**config.mk**
```make
export PLATFORM = sky130hd
export DESIGN_NAME = image_diff_compare_unit_flat
export DESIGN_NICKNAME = d
export VERILOG_FILES = /design/src/rtl/idc_pkg.sv /design/src/rtl/idc_ifs.sv /design/src/rtl/idc_cfg_regs.sv /design/src/rtl/idc_diff_stage.sv /design/src/rtl/idc_accum.sv /design/src/rtl/image_diff_compare_unit.sv /design/src/flat_wrapper.sv
export SDC_FILE = /design/constraint.sdc
export NUM_CORES = 1
export LEC_CHECK = 0
export BUFFER_PORTS_ARGS = -buffer_cell sky130_fd_sc_hd__buf_2
export CORE_MARGIN = 8
export CORE_UTILIZATION = 45
export DETAILED_ROUTE_END_ITERATION = 6
export PLACE_DENSITY_LB_ADDON = 0.2
export SYNTH_ARGS = -nofsm -noshare
export SYNTH_HDL_FRONTEND = slang
export SYNTH_SLANG_ARGS = --single-unit
```
**constraint.sdc**
```tcl
create_clock -name clk -period 38.6 [get_ports clk]
set_clock_uncertainty 0.1 [all_clocks]
set_input_delay 3.86 -clock clk [delete_from_list [all_inputs] [get_ports clk]]
set_output_delay 3.86 -clock clk [all_outputs]
set_load 0.02 [all_outputs]
```
**src/rtl/idc_pkg.sv**
```systemverilog
`timescale 1ns / 1ps
// idc_pkg: shared widths, types and register codes for the image diff compare block
// no dependencies; used by every other file of the block

package idc_pkg;

  localparam int MAX_EXTENT = 16384;
  // tap extent holds MAX_EXTENT itself, a position stays below it
  localparam int EXT_W = $clog2(MAX_EXTENT + 1);
  localparam int POS_W = $clog2(MAX_EXTENT);

  localparam int PIX_W = 32;
  localparam int CH_W = 8;
  localparam int NUM_CH = PIX_W / CH_W;
  localparam int ORG_W = 14;
  localparam int SIZE_W = 15;
  localparam int COORD_W = 15;
  localparam int CNT_W = 29;
  localparam int CFG_IDX_W = 2;
  localparam int CFG_DATA_W = 15;

  typedef logic [PIX_W-1:0] pix_t;
  typedef logic [CH_W-1:0] chan_t;
  typedef logic [ORG_W-1:0] org_t;
  typedef logic [SIZE_W-1:0] size_t;
  typedef logic [EXT_W-1:0] ext_t;
  typedef logic [POS_W-1:0] pos_t;
  typedef logic [COORD_W-1:0] coord_t;
  typedef logic [CNT_W-1:0] cnt_t;

  localparam cnt_t COUNT_MAX = '1;

  typedef enum logic [CFG_IDX_W-1:0] {
    REG_ORIGIN_X   = 2'd0,
    REG_ORIGIN_Y   = 2'd1,
    REG_TAP_WIDTH  = 2'd2,
    REG_TAP_HEIGHT = 2'd3
  } cfg_reg_t;

  // settings as seen by the datapath
  typedef struct packed {
    org_t origin_x;
    org_t origin_y;
    ext_t w_eff;
    ext_t h_eff;
  } cfg_t;

  // registered input item with its channel difference
  typedef struct packed {
    pix_t  prod;
    pix_t  refp;
    logic  mask;
    chan_t diff;
  } stage_t;

  typedef struct packed {
    cnt_t   wrong_count;
    chan_t  worst_diff;
    coord_t bbox_x;
    coord_t bbox_y;
    coord_t bbox_width;
    coord_t bbox_height;
    logic   sample_found;
    coord_t sample_x;
    coord_t sample_y;
    pix_t   sample_prod;
    pix_t   sample_ref;
  } res_t;

endpackage

```
**src/rtl/idc_ifs.sv**
```systemverilog
`timescale 1ns / 1ps
// idc_ifs: valid/ready channel interfaces for pixel items, result items and config writes
// depends on idc_pkg

interface idc_pix_if;
  logic                valid;
  logic                ready;
  idc_pkg::pix_t       prod_pixel;
  idc_pkg::pix_t       ref_pixel;
  logic                in_mask;

  modport source (output valid, output prod_pixel, output ref_pixel, output in_mask,
                  input ready);
  modport sink (input valid, input prod_pixel, input ref_pixel, input in_mask,
                output ready);
endinterface

interface idc_res_if;
  logic                valid;
  logic                ready;
  idc_pkg::cnt_t       wrong_count;
  idc_pkg::chan_t      worst_diff;
  idc_pkg::coord_t     bbox_x;
  idc_pkg::coord_t     bbox_y;
  idc_pkg::coord_t     bbox_width;
  idc_pkg::coord_t     bbox_height;
  logic                sample_found;
  idc_pkg::coord_t     sample_x;
  idc_pkg::coord_t     sample_y;
  idc_pkg::pix_t       sample_prod;
  idc_pkg::pix_t       sample_ref;

  modport source (output valid, output wrong_count, output worst_diff, output bbox_x,
                  output bbox_y, output bbox_width, output bbox_height,
                  output sample_found, output sample_x, output sample_y,
                  output sample_prod, output sample_ref, input ready);
  modport sink (input valid, input wrong_count, input worst_diff, input bbox_x,
                input bbox_y, input bbox_width, input bbox_height,
                input sample_found, input sample_x, input sample_y,
                input sample_prod, input sample_ref, output ready);
endinterface

interface idc_cfg_if;
  logic                                valid;
  logic                                ready;
  logic [idc_pkg::CFG_IDX_W-1:0]       index;
  logic [idc_pkg::CFG_DATA_W-1:0]      data;

  modport source (output valid, output index, output data, input ready);
  modport sink (input valid, input index, input data, output ready);
endinterface

```
**src/rtl/idc_cfg_regs.sv**
```systemverilog
`timescale 1ns / 1ps
// idc_cfg_regs: tap geometry registers and their clamped extents
// depends on idc_pkg and idc_cfg_if

module idc_cfg_regs (
  input  logic           clk,
  input  logic           rst_n,
  idc_cfg_if.sink        cfg_ch,
  output idc_pkg::cfg_t  cfg
);

  idc_pkg::org_t  origin_x_r;
  idc_pkg::org_t  origin_y_r;
  idc_pkg::size_t tap_width_r;
  idc_pkg::size_t tap_height_r;

  assign cfg_ch.ready = 1'b1;

  always_ff @(posedge clk) begin
    if (!rst_n) begin
      origin_x_r   <= '0;
      origin_y_r   <= '0;
      tap_width_r  <= idc_pkg::size_t'(1);
      tap_height_r <= idc_pkg::size_t'(1);
    end else if (cfg_ch.valid && cfg_ch.ready) begin
      case (idc_pkg::cfg_reg_t'(cfg_ch.index))
        idc_pkg::REG_ORIGIN_X:   origin_x_r   <= cfg_ch.data[idc_pkg::ORG_W-1:0];
        idc_pkg::REG_ORIGIN_Y:   origin_y_r   <= cfg_ch.data[idc_pkg::ORG_W-1:0];
        idc_pkg::REG_TAP_WIDTH:  tap_width_r  <= cfg_ch.data[idc_pkg::SIZE_W-1:0];
        idc_pkg::REG_TAP_HEIGHT: tap_height_r <= cfg_ch.data[idc_pkg::SIZE_W-1:0];
        default: ;
      endcase
    end
  end

  // zero reads as one, oversize clamps to the maximum extent
  function automatic idc_pkg::ext_t eff_extent(input idc_pkg::size_t v);
    idc_pkg::ext_t r;
    if (v == '0) begin
      r = idc_pkg::ext_t'(1);
    end else if (int'(v) > idc_pkg::MAX_EXTENT) begin
      r = idc_pkg::ext_t'(idc_pkg::MAX_EXTENT);
    end else begin
      r = idc_pkg::ext_t'(v);
    end
    return r;
  endfunction

  always_comb begin
    cfg.origin_x = origin_x_r;
    cfg.origin_y = origin_y_r;
    cfg.w_eff    = eff_extent(tap_width_r);
    cfg.h_eff    = eff_extent(tap_height_r);
  end

endmodule

```
**src/rtl/idc_diff_stage.sv**
```systemverilog
`timescale 1ns / 1ps
// idc_diff_stage: input register with the per-pixel largest channel difference
// depends on idc_pkg and idc_pix_if

module idc_diff_stage (
  input  logic             clk,
  input  logic             rst_n,
  idc_pix_if.sink          in_ch,
  input  logic             adv,
  output idc_pkg::stage_t  stg,
  output logic             stg_valid
);

  logic            valid_r;
  idc_pkg::stage_t stg_r;
  idc_pkg::stage_t stg_nxt;

  assign in_ch.ready = !valid_r || adv;

  always_comb begin
    idc_pkg::chan_t ca;
    idc_pkg::chan_t cb;
    idc_pkg::chan_t d;
    idc_pkg::chan_t worst;
    worst = '0;
    for (int ch = 0; ch < idc_pkg::NUM_CH; ch++) begin
      ca = in_ch.prod_pixel[ch*idc_pkg::CH_W +: idc_pkg::CH_W];
      cb = in_ch.ref_pixel[ch*idc_pkg::CH_W +: idc_pkg::CH_W];
      d  = (ca > cb) ? ca - cb : cb - ca;
      if (d > worst) begin
        worst = d;
      end
    end
    stg_nxt.prod = in_ch.prod_pixel;
    stg_nxt.refp = in_ch.ref_pixel;
    stg_nxt.mask = in_ch.in_mask;
    stg_nxt.diff = worst;
  end

  always_ff @(posedge clk) begin
    if (!rst_n) begin
      valid_r <= 1'b0;
    end else if (in_ch.ready) begin
      valid_r <= in_ch.valid;
    end
  end

  always_ff @(posedge clk) begin
    if (in_ch.valid && in_ch.ready) begin
      stg_r <= stg_nxt;
    end
  end

  assign stg       = stg_r;
  assign stg_valid = valid_r;

endmodule

```
**src/rtl/idc_accum.sv**
```systemverilog
`timescale 1ns / 1ps
// idc_accum: raster position, mismatch accumulators and the result register
// depends on idc_pkg and idc_res_if

module idc_accum (
  input  logic             clk,
  input  logic             rst_n,
  input  idc_pkg::cfg_t    cfg,
  input  idc_pkg::stage_t  stg,
  input  logic             stg_valid,
  output logic             adv,
  idc_res_if.source        out_ch
);

  // control state
  idc_pkg::pos_t   col_r, col_nxt;
  idc_pkg::pos_t   row_r, row_nxt;
  idc_pkg::cnt_t   cnt_r, cnt_nxt;
  idc_pkg::chan_t  worst_r, worst_nxt;
  logic            found_r, found_nxt;
  logic            out_valid_r;
  // payload state
  idc_pkg::pos_t   min_col_r, min_col_nxt;
  idc_pkg::pos_t   min_row_r, min_row_nxt;
  idc_pkg::ext_t   end_col_r, end_col_nxt;
  idc_pkg::ext_t   end_row_r, end_row_nxt;
  idc_pkg::coord_t first_x_r, first_x_nxt;
  idc_pkg::coord_t first_y_r, first_y_nxt;
  idc_pkg::pix_t   first_prod_r, first_prod_nxt;
  idc_pkg::pix_t   first_ref_r, first_ref_nxt;
  idc_pkg::res_t   res_r, res_nxt;

  idc_pkg::ext_t   col_inc;
  idc_pkg::ext_t   row_inc;
  logic            row_end;
  logic            tap_end;
  logic            hit;

  assign col_inc = idc_pkg::ext_t'(col_r) + idc_pkg::ext_t'(1);
  assign row_inc = idc_pkg::ext_t'(row_r) + idc_pkg::ext_t'(1);
  assign row_end = col_inc >= cfg.w_eff;
  assign tap_end = row_end && (row_inc >= cfg.h_eff);
  assign hit     = stg.mask && (stg.diff != '0);

  // the result slot must be free or draining before the last pixel of a tap moves on
  assign adv = stg_valid && (!tap_end || !out_valid_r || out_ch.ready);

  // accumulator update for the current pixel
  always_comb begin
    cnt_nxt        = cnt_r;
    worst_nxt      = worst_r;
    found_nxt      = found_r;
    min_col_nxt    = min_col_r;
    min_row_nxt    = min_row_r;
    end_col_nxt    = end_col_r;
    end_row_nxt    = end_row_r;
    first_x_nxt    = first_x_r;
    first_y_nxt    = first_y_r;
    first_prod_nxt = first_prod_r;
    first_ref_nxt  = first_ref_r;
    if (hit) begin
      if (cnt_r != idc_pkg::COUNT_MAX) begin
        cnt_nxt = cnt_r + idc_pkg::cnt_t'(1);
      end
      if (stg.diff > worst_r) begin
        worst_nxt = stg.diff;
      end
      if (!found_r) begin
        found_nxt      = 1'b1;
        first_x_nxt    = idc_pkg::coord_t'(cfg.origin_x) + idc_pkg::coord_t'(col_r);
        first_y_nxt    = idc_pkg::coord_t'(cfg.origin_y) + idc_pkg::coord_t'(row_r);
        first_prod_nxt = stg.prod;
        first_ref_nxt  = stg.refp;
        min_col_nxt    = col_r;
        min_row_nxt    = row_r;
        end_col_nxt    = col_inc;
        end_row_nxt    = row_inc;
      end else begin
        if (col_r < min_col_r) min_col_nxt = col_r;
        if (row_r < min_row_r) min_row_nxt = row_r;
        if (col_inc > end_col_r) end_col_nxt = col_inc;
        if (row_inc > end_row_r) end_row_nxt = row_inc;
      end
    end
  end

  // next raster position
  always_comb begin
    col_nxt = col_r;
    row_nxt = row_r;
    if (tap_end) begin
      col_nxt = '0;
      row_nxt = '0;
    end else if (row_end) begin
      col_nxt = '0;
      row_nxt = row_inc[idc_pkg::POS_W-1:0];
    end else begin
      col_nxt = col_inc[idc_pkg::POS_W-1:0];
    end
  end

  // result built from the state after the tap's last pixel
  always_comb begin
    res_nxt.wrong_count  = cnt_nxt;
    res_nxt.worst_diff   = worst_nxt;
    res_nxt.sample_found = found_nxt;
    if (found_nxt) begin
      res_nxt.bbox_x      = idc_pkg::coord_t'(cfg.origin_x) + idc_pkg::coord_t'(min_col_nxt);
      res_nxt.bbox_y      = idc_pkg::coord_t'(cfg.origin_y) + idc_pkg::coord_t'(min_row_nxt);
      res_nxt.bbox_width  = idc_pkg::coord_t'(end_col_nxt - idc_pkg::ext_t'(min_col_nxt));
      res_nxt.bbox_height = idc_pkg::coord_t'(end_row_nxt - idc_pkg::ext_t'(min_row_nxt));
      res_nxt.sample_x    = first_x_nxt;
      res_nxt.sample_y    = first_y_nxt;
      res_nxt.sample_prod = first_prod_nxt;
      res_nxt.sample_ref  = first_ref_nxt;
    end else begin
      res_nxt.bbox_x      = '0;
      res_nxt.bbox_y      = '0;
      res_nxt.bbox_width  = '0;
      res_nxt.bbox_height = '0;
      res_nxt.sample_x    = '0;
      res_nxt.sample_y    = '0;
      res_nxt.sample_prod = '0;
      res_nxt.sample_ref  = '0;
    end
  end

  always_ff @(posedge clk) begin
    if (!rst_n) begin
      col_r       <= '0;
      row_r       <= '0;
      cnt_r       <= '0;
      worst_r     <= '0;
      found_r     <= 1'b0;
      out_valid_r <= 1'b0;
    end else begin
      if (adv) begin
        col_r <= col_nxt;
        row_r <= row_nxt;
        if (tap_end) begin
          cnt_r   <= '0;
          worst_r <= '0;
          found_r <= 1'b0;
        end else begin
          cnt_r   <= cnt_nxt;
          worst_r <= worst_nxt;
          found_r <= found_nxt;
        end
      end
      if (adv && tap_end) begin
        out_valid_r <= 1'b1;
      end else if (out_ch.ready) begin
        out_valid_r <= 1'b0;
      end
    end
  end

  always_ff @(posedge clk) begin
    if (adv) begin
      min_col_r    <= min_col_nxt;
      min_row_r    <= min_row_nxt;
      end_col_r    <= end_col_nxt;
      end_row_r    <= end_row_nxt;
      first_x_r    <= first_x_nxt;
      first_y_r    <= first_y_nxt;
      first_prod_r <= first_prod_nxt;
      first_ref_r  <= first_ref_nxt;
    end
    if (adv && tap_end) begin
      res_r <= res_nxt;
    end
  end

  assign out_ch.valid        = out_valid_r;
  assign out_ch.wrong_count  = res_r.wrong_count;
  assign out_ch.worst_diff   = res_r.worst_diff;
  assign out_ch.bbox_x       = res_r.bbox_x;
  assign out_ch.bbox_y       = res_r.bbox_y;
  assign out_ch.bbox_width   = res_r.bbox_width;
  assign out_ch.bbox_height  = res_r.bbox_height;
  assign out_ch.sample_found = res_r.sample_found;
  assign out_ch.sample_x     = res_r.sample_x;
  assign out_ch.sample_y     = res_r.sample_y;
  assign out_ch.sample_prod  = res_r.sample_prod;
  assign out_ch.sample_ref   = res_r.sample_ref;

endmodule

```
**src/rtl/image_diff_compare_unit.sv**
```systemverilog
`timescale 1ns / 1ps
// image_diff_compare_unit: top level of the streaming image compare block
// depends on idc_pkg, idc_ifs, idc_cfg_regs, idc_diff_stage and idc_accum
//
// in_ch carries one pixel pair per item (production, reference, mask bit) in raster
// order over the tap rectangle set by the cfg_ch registers (origin x/y, width,
// height; a zero extent counts as one, larger ones clamp to the maximum extent).
// out_ch carries one item per tap, after its last pixel: wrong count, worst
// difference, bounding box in image coordinates and the first differing pixel.
// Throughput: one pixel item per cycle while out_ch does not hold back the
// last pixel of a tap.
// The tap's last pixel goes through the diff stage register, and then its result
// goes into the result register, which raises out_ch valid; a pending result can
// hold that second step back.
// When out_ch stalls, the finished result waits in the result register while the
// next tap's pixels keep streaming; only the next tap's last pixel waits for it.
// Reset clears the position counters, accumulators and both valid flags and sets
// the registers to origin 0,0 and a 1x1 tap. cfg_ch is always ready; write it only
// while no tap is in progress.

module image_diff_compare_unit (
  input  logic      clk,
  input  logic      rst_n,
  idc_pix_if.sink   in_ch,
  idc_res_if.source out_ch,
  idc_cfg_if.sink   cfg_ch
);

  idc_pkg::cfg_t   cfg;
  idc_pkg::stage_t stg;
  logic            stg_valid;
  logic            adv;

  idc_cfg_regs u_cfg (
    .clk    (clk),
    .rst_n  (rst_n),
    .cfg_ch (cfg_ch),
    .cfg    (cfg)
  );

  idc_diff_stage u_diff (
    .clk       (clk),
    .rst_n     (rst_n),
    .in_ch     (in_ch),
    .adv       (adv),
    .stg       (stg),
    .stg_valid (stg_valid)
  );

  idc_accum u_acc (
    .clk       (clk),
    .rst_n     (rst_n),
    .cfg       (cfg),
    .stg       (stg),
    .stg_valid (stg_valid),
    .adv       (adv),
    .out_ch    (out_ch)
  );

  // a held pixel in the diff stage blocks new input
  a_stall_blocks_input: assert property (@(posedge clk) disable iff (!rst_n)
    (stg_valid && !adv) |-> !in_ch.ready)
    else $error("input accepted while diff stage is stalled");

  // no differing pixel means an empty box and an empty sample
  a_empty_result: assert property (@(posedge clk) disable iff (!rst_n)
    (out_ch.valid && !out_ch.sample_found) |->
      (out_ch.wrong_count == '0 && out_ch.bbox_width == '0 && out_ch.bbox_height == '0
       && out_ch.sample_prod == '0 && out_ch.sample_ref == '0))
    else $error("result without a sample carries nonzero fields");

  // a found sample implies a count, a difference and a nonempty box
  a_found_result: assert property (@(posedge clk) disable iff (!rst_n)
    (out_ch.valid && out_ch.sample_found) |->
      (out_ch.wrong_count != '0 && out_ch.worst_diff != '0
       && out_ch.bbox_width != '0 && out_ch.bbox_height != '0
       && out_ch.sample_prod != out_ch.sample_ref))
    else $error("result with a sample has inconsistent fields");

  // a new result is only produced into a free or draining slot
  a_no_overwrite: assert property (@(posedge clk) disable iff (!rst_n)
    (out_ch.valid && !out_ch.ready) |=> (out_ch.valid && $stable(out_ch.wrong_count)))
    else $error("pending result overwritten");

endmodule
```
**src/flat_wrapper.sv**
```systemverilog
// flat-port wrapper written by rule: the top's interface ports become plain ports
module image_diff_compare_unit_flat 
  (clk, rst_n, in_ch_valid, in_ch_prod_pixel, in_ch_ref_pixel, in_ch_in_mask, in_ch_ready, out_ch_valid, out_ch_wrong_count, out_ch_worst_diff, out_ch_bbox_x, out_ch_bbox_y, out_ch_bbox_width, out_ch_bbox_height, out_ch_sample_found, out_ch_sample_x, out_ch_sample_y, out_ch_sample_prod, out_ch_sample_ref, out_ch_ready, cfg_ch_valid, cfg_ch_index, cfg_ch_data, cfg_ch_ready);
  idc_pix_if in_ch_i ();
  idc_res_if out_ch_i ();
  idc_cfg_if cfg_ch_i ();
  input  logic clk;
  input  logic rst_n;
  input wire logic [$bits(in_ch_i.valid)-1:0] in_ch_valid;
  input wire logic [$bits(in_ch_i.prod_pixel)-1:0] in_ch_prod_pixel;
  input wire logic [$bits(in_ch_i.ref_pixel)-1:0] in_ch_ref_pixel;
  input wire logic [$bits(in_ch_i.in_mask)-1:0] in_ch_in_mask;
  output wire logic [$bits(in_ch_i.ready)-1:0] in_ch_ready;
  output wire logic [$bits(out_ch_i.valid)-1:0] out_ch_valid;
  output wire logic [$bits(out_ch_i.wrong_count)-1:0] out_ch_wrong_count;
  output wire logic [$bits(out_ch_i.worst_diff)-1:0] out_ch_worst_diff;
  output wire logic [$bits(out_ch_i.bbox_x)-1:0] out_ch_bbox_x;
  output wire logic [$bits(out_ch_i.bbox_y)-1:0] out_ch_bbox_y;
  output wire logic [$bits(out_ch_i.bbox_width)-1:0] out_ch_bbox_width;
  output wire logic [$bits(out_ch_i.bbox_height)-1:0] out_ch_bbox_height;
  output wire logic [$bits(out_ch_i.sample_found)-1:0] out_ch_sample_found;
  output wire logic [$bits(out_ch_i.sample_x)-1:0] out_ch_sample_x;
  output wire logic [$bits(out_ch_i.sample_y)-1:0] out_ch_sample_y;
  output wire logic [$bits(out_ch_i.sample_prod)-1:0] out_ch_sample_prod;
  output wire logic [$bits(out_ch_i.sample_ref)-1:0] out_ch_sample_ref;
  input wire logic [$bits(out_ch_i.ready)-1:0] out_ch_ready;
  input wire logic [$bits(cfg_ch_i.valid)-1:0] cfg_ch_valid;
  input wire logic [$bits(cfg_ch_i.index)-1:0] cfg_ch_index;
  input wire logic [$bits(cfg_ch_i.data)-1:0] cfg_ch_data;
  output wire logic [$bits(cfg_ch_i.ready)-1:0] cfg_ch_ready;
  assign in_ch_i.valid = in_ch_valid;
  assign in_ch_i.prod_pixel = in_ch_prod_pixel;
  assign in_ch_i.ref_pixel = in_ch_ref_pixel;
  assign in_ch_i.in_mask = in_ch_in_mask;
  assign in_ch_ready = in_ch_i.ready;
  assign out_ch_valid = out_ch_i.valid;
  assign out_ch_wrong_count = out_ch_i.wrong_count;
  assign out_ch_worst_diff = out_ch_i.worst_diff;
  assign out_ch_bbox_x = out_ch_i.bbox_x;
  assign out_ch_bbox_y = out_ch_i.bbox_y;
  assign out_ch_bbox_width = out_ch_i.bbox_width;
  assign out_ch_bbox_height = out_ch_i.bbox_height;
  assign out_ch_sample_found = out_ch_i.sample_found;
  assign out_ch_sample_x = out_ch_i.sample_x;
  assign out_ch_sample_y = out_ch_i.sample_y;
  assign out_ch_sample_prod = out_ch_i.sample_prod;
  assign out_ch_sample_ref = out_ch_i.sample_ref;
  assign out_ch_i.ready = out_ch_ready;
  assign cfg_ch_i.valid = cfg_ch_valid;
  assign cfg_ch_i.index = cfg_ch_index;
  assign cfg_ch_i.data = cfg_ch_data;
  assign cfg_ch_ready = cfg_ch_i.ready;
  image_diff_compare_unit u_core (.clk(clk), .rst_n(rst_n), .in_ch(in_ch_i), .out_ch(out_ch_i), .cfg_ch(cfg_ch_i));
endmodule
```
==> out/results.txt <==
vias in the first global route: 23600
vias: 23400
hold_buf cts: 0
multi-input combinational cell area: 14500 um^2
crit path time final: 11.16 ns
Max Fclk: 89.6 MHz
Synth cell types: 87
asr flop ratio synth: 0
die area: 76800 um^2
Slew @ Worst Pin: 1.14 ns
Clock Power Share: 0.356
initial antenna violation count: 6
initial core utilization: 0.455
FF-to-FF path depth: 25
final wirelength: 84.5 mm
Tot Pwr: 0.00164 W
crit path capture type: register
Die W: 277 um
Max Slew Vio Count: 0
Pleak: 15.0 nW
detailed router's first-iteration violation count: 1916
Yosys reg bits: 543
post-route DRC violation count: 0
TNS Setup: 0 ns
critical path peak fanout: 11
fin nets: 3627
total CTS buffers: 60
Pre-Repair DR Iteration Count: 6
MaxCap Viol Count: 0
Max Buffers Root-to-Sink: 3
Cell Int Power: 0.00116 W
Crit path required time: 38.89 ns
post-synthesis cell count: 3014
area delta synth->final: 14.0%
WP data arrival: 11.45 ns
largest net degree at the start of global routing: 127
CP max-delay cell: a32oi_1
final hold slack: 0.372 ns
Flop pwr share: 0.423
Pwr Density: 46.9 nW/um^2
Setup CP Type: input port to register
switching share of total power: 0.294
commonest non-fill, non-tap cells in the layout: nand2_1 (489), edfxtp_1 (417), buf_2 (280), ha_1 (265), a21oi_1 (262)
metal3 WL: 5.10 mm
RePlAce Congestion: 0.888
layout cells sized above 1: 0.143
fillers: 6047
crit-path max cell delay: 0.62 ns
Top FF cell, synth: edfxtp_1
Resized cells post-CTS: 0
clk sink count: 543
ANT nets after route: 0
Fin. Hold Viols: 0
post-layout utilization of the core: 0.519
Mapped Area: 30700 um^2
period utilisation layout: 0.289
Switch Pwr: 0.000483 W
fin area: 35000 um^2
DR top layer: met5
I/O Buffers: 280
setup violators final: 0
RSZ-0062 raised after global routing: no
All-Layer GR Usage: 0.213
number of flops mapped to enable cells by yosys: 417
maximum vdd drop: 0.0000328 V
DR WL met2: 40.4 mm
placed wire-length estimate: 62.0 mm
Skew-Pair Late Insertion Delay: 0.63 ns
met1 WL: 36.7 mm
worst hold path depth: 2
vias per cell: 5.59
status: finished clean
Die H: 277 um
warnings from Yosys: 0
CTS root buf: clkbuf_16
DP Area: 33000 um^2
CP Launch Type: input port
register area share after synthesis: 0.490
Slew Limit Headroom: 0.239
Core Footprint: 67400 um^2
commonest non-fill, non-tap cell in the layout: nand2_1
postcts setup bufs: 0
GRT overflow: 0
CTS tree: yes
register area: 15000 um^2
Avg Inst Size Synth: 10.2 um^2
logic gate share of total power: 0.221
Hold Crit Class: register to register
Clock Pin Slew Worst Setup and Hold Paths: 0.06 ns
first-pass GRT wire length: 132 mm
site row count: 95
syn_nets: 3380
htree depth: 2
post-DR wirelength/cell: 20.2 um
I/O pin cnt: 282
state kept, by name, summed over array words and instances, names as in the netlist, 29 cells and up:
name	flops
u_core.u_acc.first_ref_r	32
u_core.u_acc.out_ch.wrong_count	29
u_core.u_acc.first_prod_r	32
u_core.u_acc.out_ch.sample_ref	32
u_core.u_acc.cnt_r	29
u_core.u_diff.stg	73
u_core.u_acc.out_ch.sample_prod	32
final cells by class:
type | count | share of cell area
sequential | 543 | 0.430
multi-input combinational | 2147 | 0.414
clock buffer | 83 | 0.0471
clock inverter | 29 | 0.0103
timing repair buffer | 301 | 0.0449
inverter | 208 | 0.0223
antenna | 4 | 0.000286
tap | 873 | 0.0312
per-stage QoR:
stage / instances / worst slack [ns]
3_3_place_gp: 4072 / 27.09
4_1_cts: 4184 / 27.57
5_1_grt: 4187 / 26.81
2_1_floorplan: 3014 / 20.60
3_5_place_dp: 4072 / 26.94
6_report: 4188 / 27.44
routing by layer:
layer,global-route usage,vias up
met2,0.363,657
met4,0.0616,4
met3,0.0414,139
met5,0,-
met1,0.274,11300
li1,-,11300
worst max-delay path: cells and delay by family:
family	cells	cell delay [ns]
xor+xnor	1	0.39
fa+ha+maj	5	1.31
mux	1	0.07
buf+inv	5	0.60
simple gates	6	1.12
compound gates	15	4.11
power groups by stage:
stage,combinational [W],sequential (W),clock (W)
5_1_grt,0.000407,0.000697,0.000620
2_1_floorplan,0.000250,0.000716,0
3_5_place_dp,0.000361,0.000707,0
4_1_cts,0.000364,0.000694,0.000599
3_3_place_gp,0.000351,0.000706,0
6_report,0.000363,0.000694,0.000584
cell usage after synthesis, types with 12 or more instances:
master / instances / share of area
a211oi_1: 18 / 0.0044
a21o_1: 70 / 0.017
a21oi_1: 263 / 0.043
a32o_1: 16 / 0.0052
and2_1: 23 / 0.0047
and3_1: 45 / 0.0092
buf_2: 13 / 0.0021
clkbuf_1: 90 / 0.011
dfxtp_1: 126 / 0.082
edfxtp_1: 417 / 0.41
fa_1: 14 / 0.0091
ha_1: 265 / 0.11
inv_1: 207 / 0.025
mux2_2: 47 / 0.017
mux2i_1: 63 / 0.021
nand2_1: 490 / 0.060
nand2b_1: 20 / 0.0041
nand3_1: 64 / 0.010
nand4_1: 34 / 0.0069
nor2_1: 145 / 0.018
nor2b_1: 29 / 0.0059
nor3_1: 57 / 0.0093
nor4_1: 12 / 0.0024
o211ai_1: 14 / 0.0034
o21a_1: 25 / 0.0061
o21ai_0: 118 / 0.019
o31ai_1: 12 / 0.0029
or2_2: 14 / 0.0029
or3_1: 17 / 0.0035
xnor2_1: 76 / 0.022
xor2_1: 46 / 0.013
cell families (layout without fill, tap and decap cells):
family,Yosys count,count (layout),share of synthesized area
other,1,5,0.000122
buffers and inverters,324,621,0.0405
XOR/XNOR,122,122,0.0348
flip-flops,543,543,0.490
AND/OR/NAND/NOR,982,982,0.146
AO/OA/AOI/OAI,653,653,0.133
multiplexers,110,110,0.0378
adder cells (fa/ha/maj),279,279,0.117
path summary, 6_finish.rpt:
| check | to | slack (ns) | start |
|---|---|---|---|
| max | u_core.u_diff.stg[5]$_DFFE_PP_ | 27.44 | in_ch_prod_pixel[8] |
| max reg2reg | u_core.u_acc.out_ch.bbox_height[14]$_SDFFCE_PP0P_ | 30.97 | u_core.u_acc.row_r[0]$_SDFFE_PN0P_ |
| min | u_core.u_cfg.tap_width_r[6]$_SDFFE_PN0P_ | 0.37 | u_core.u_cfg.tap_width_r[6]$_SDFFE_PN0P_ |
| min reg2reg | u_core.u_cfg.tap_width_r[6]$_SDFFE_PN0P_ | 0.37 | u_core.u_cfg.tap_width_r[6]$_SDFFE_PN0P_ |
No activity file was read; power rests on OpenSTA's default activity.
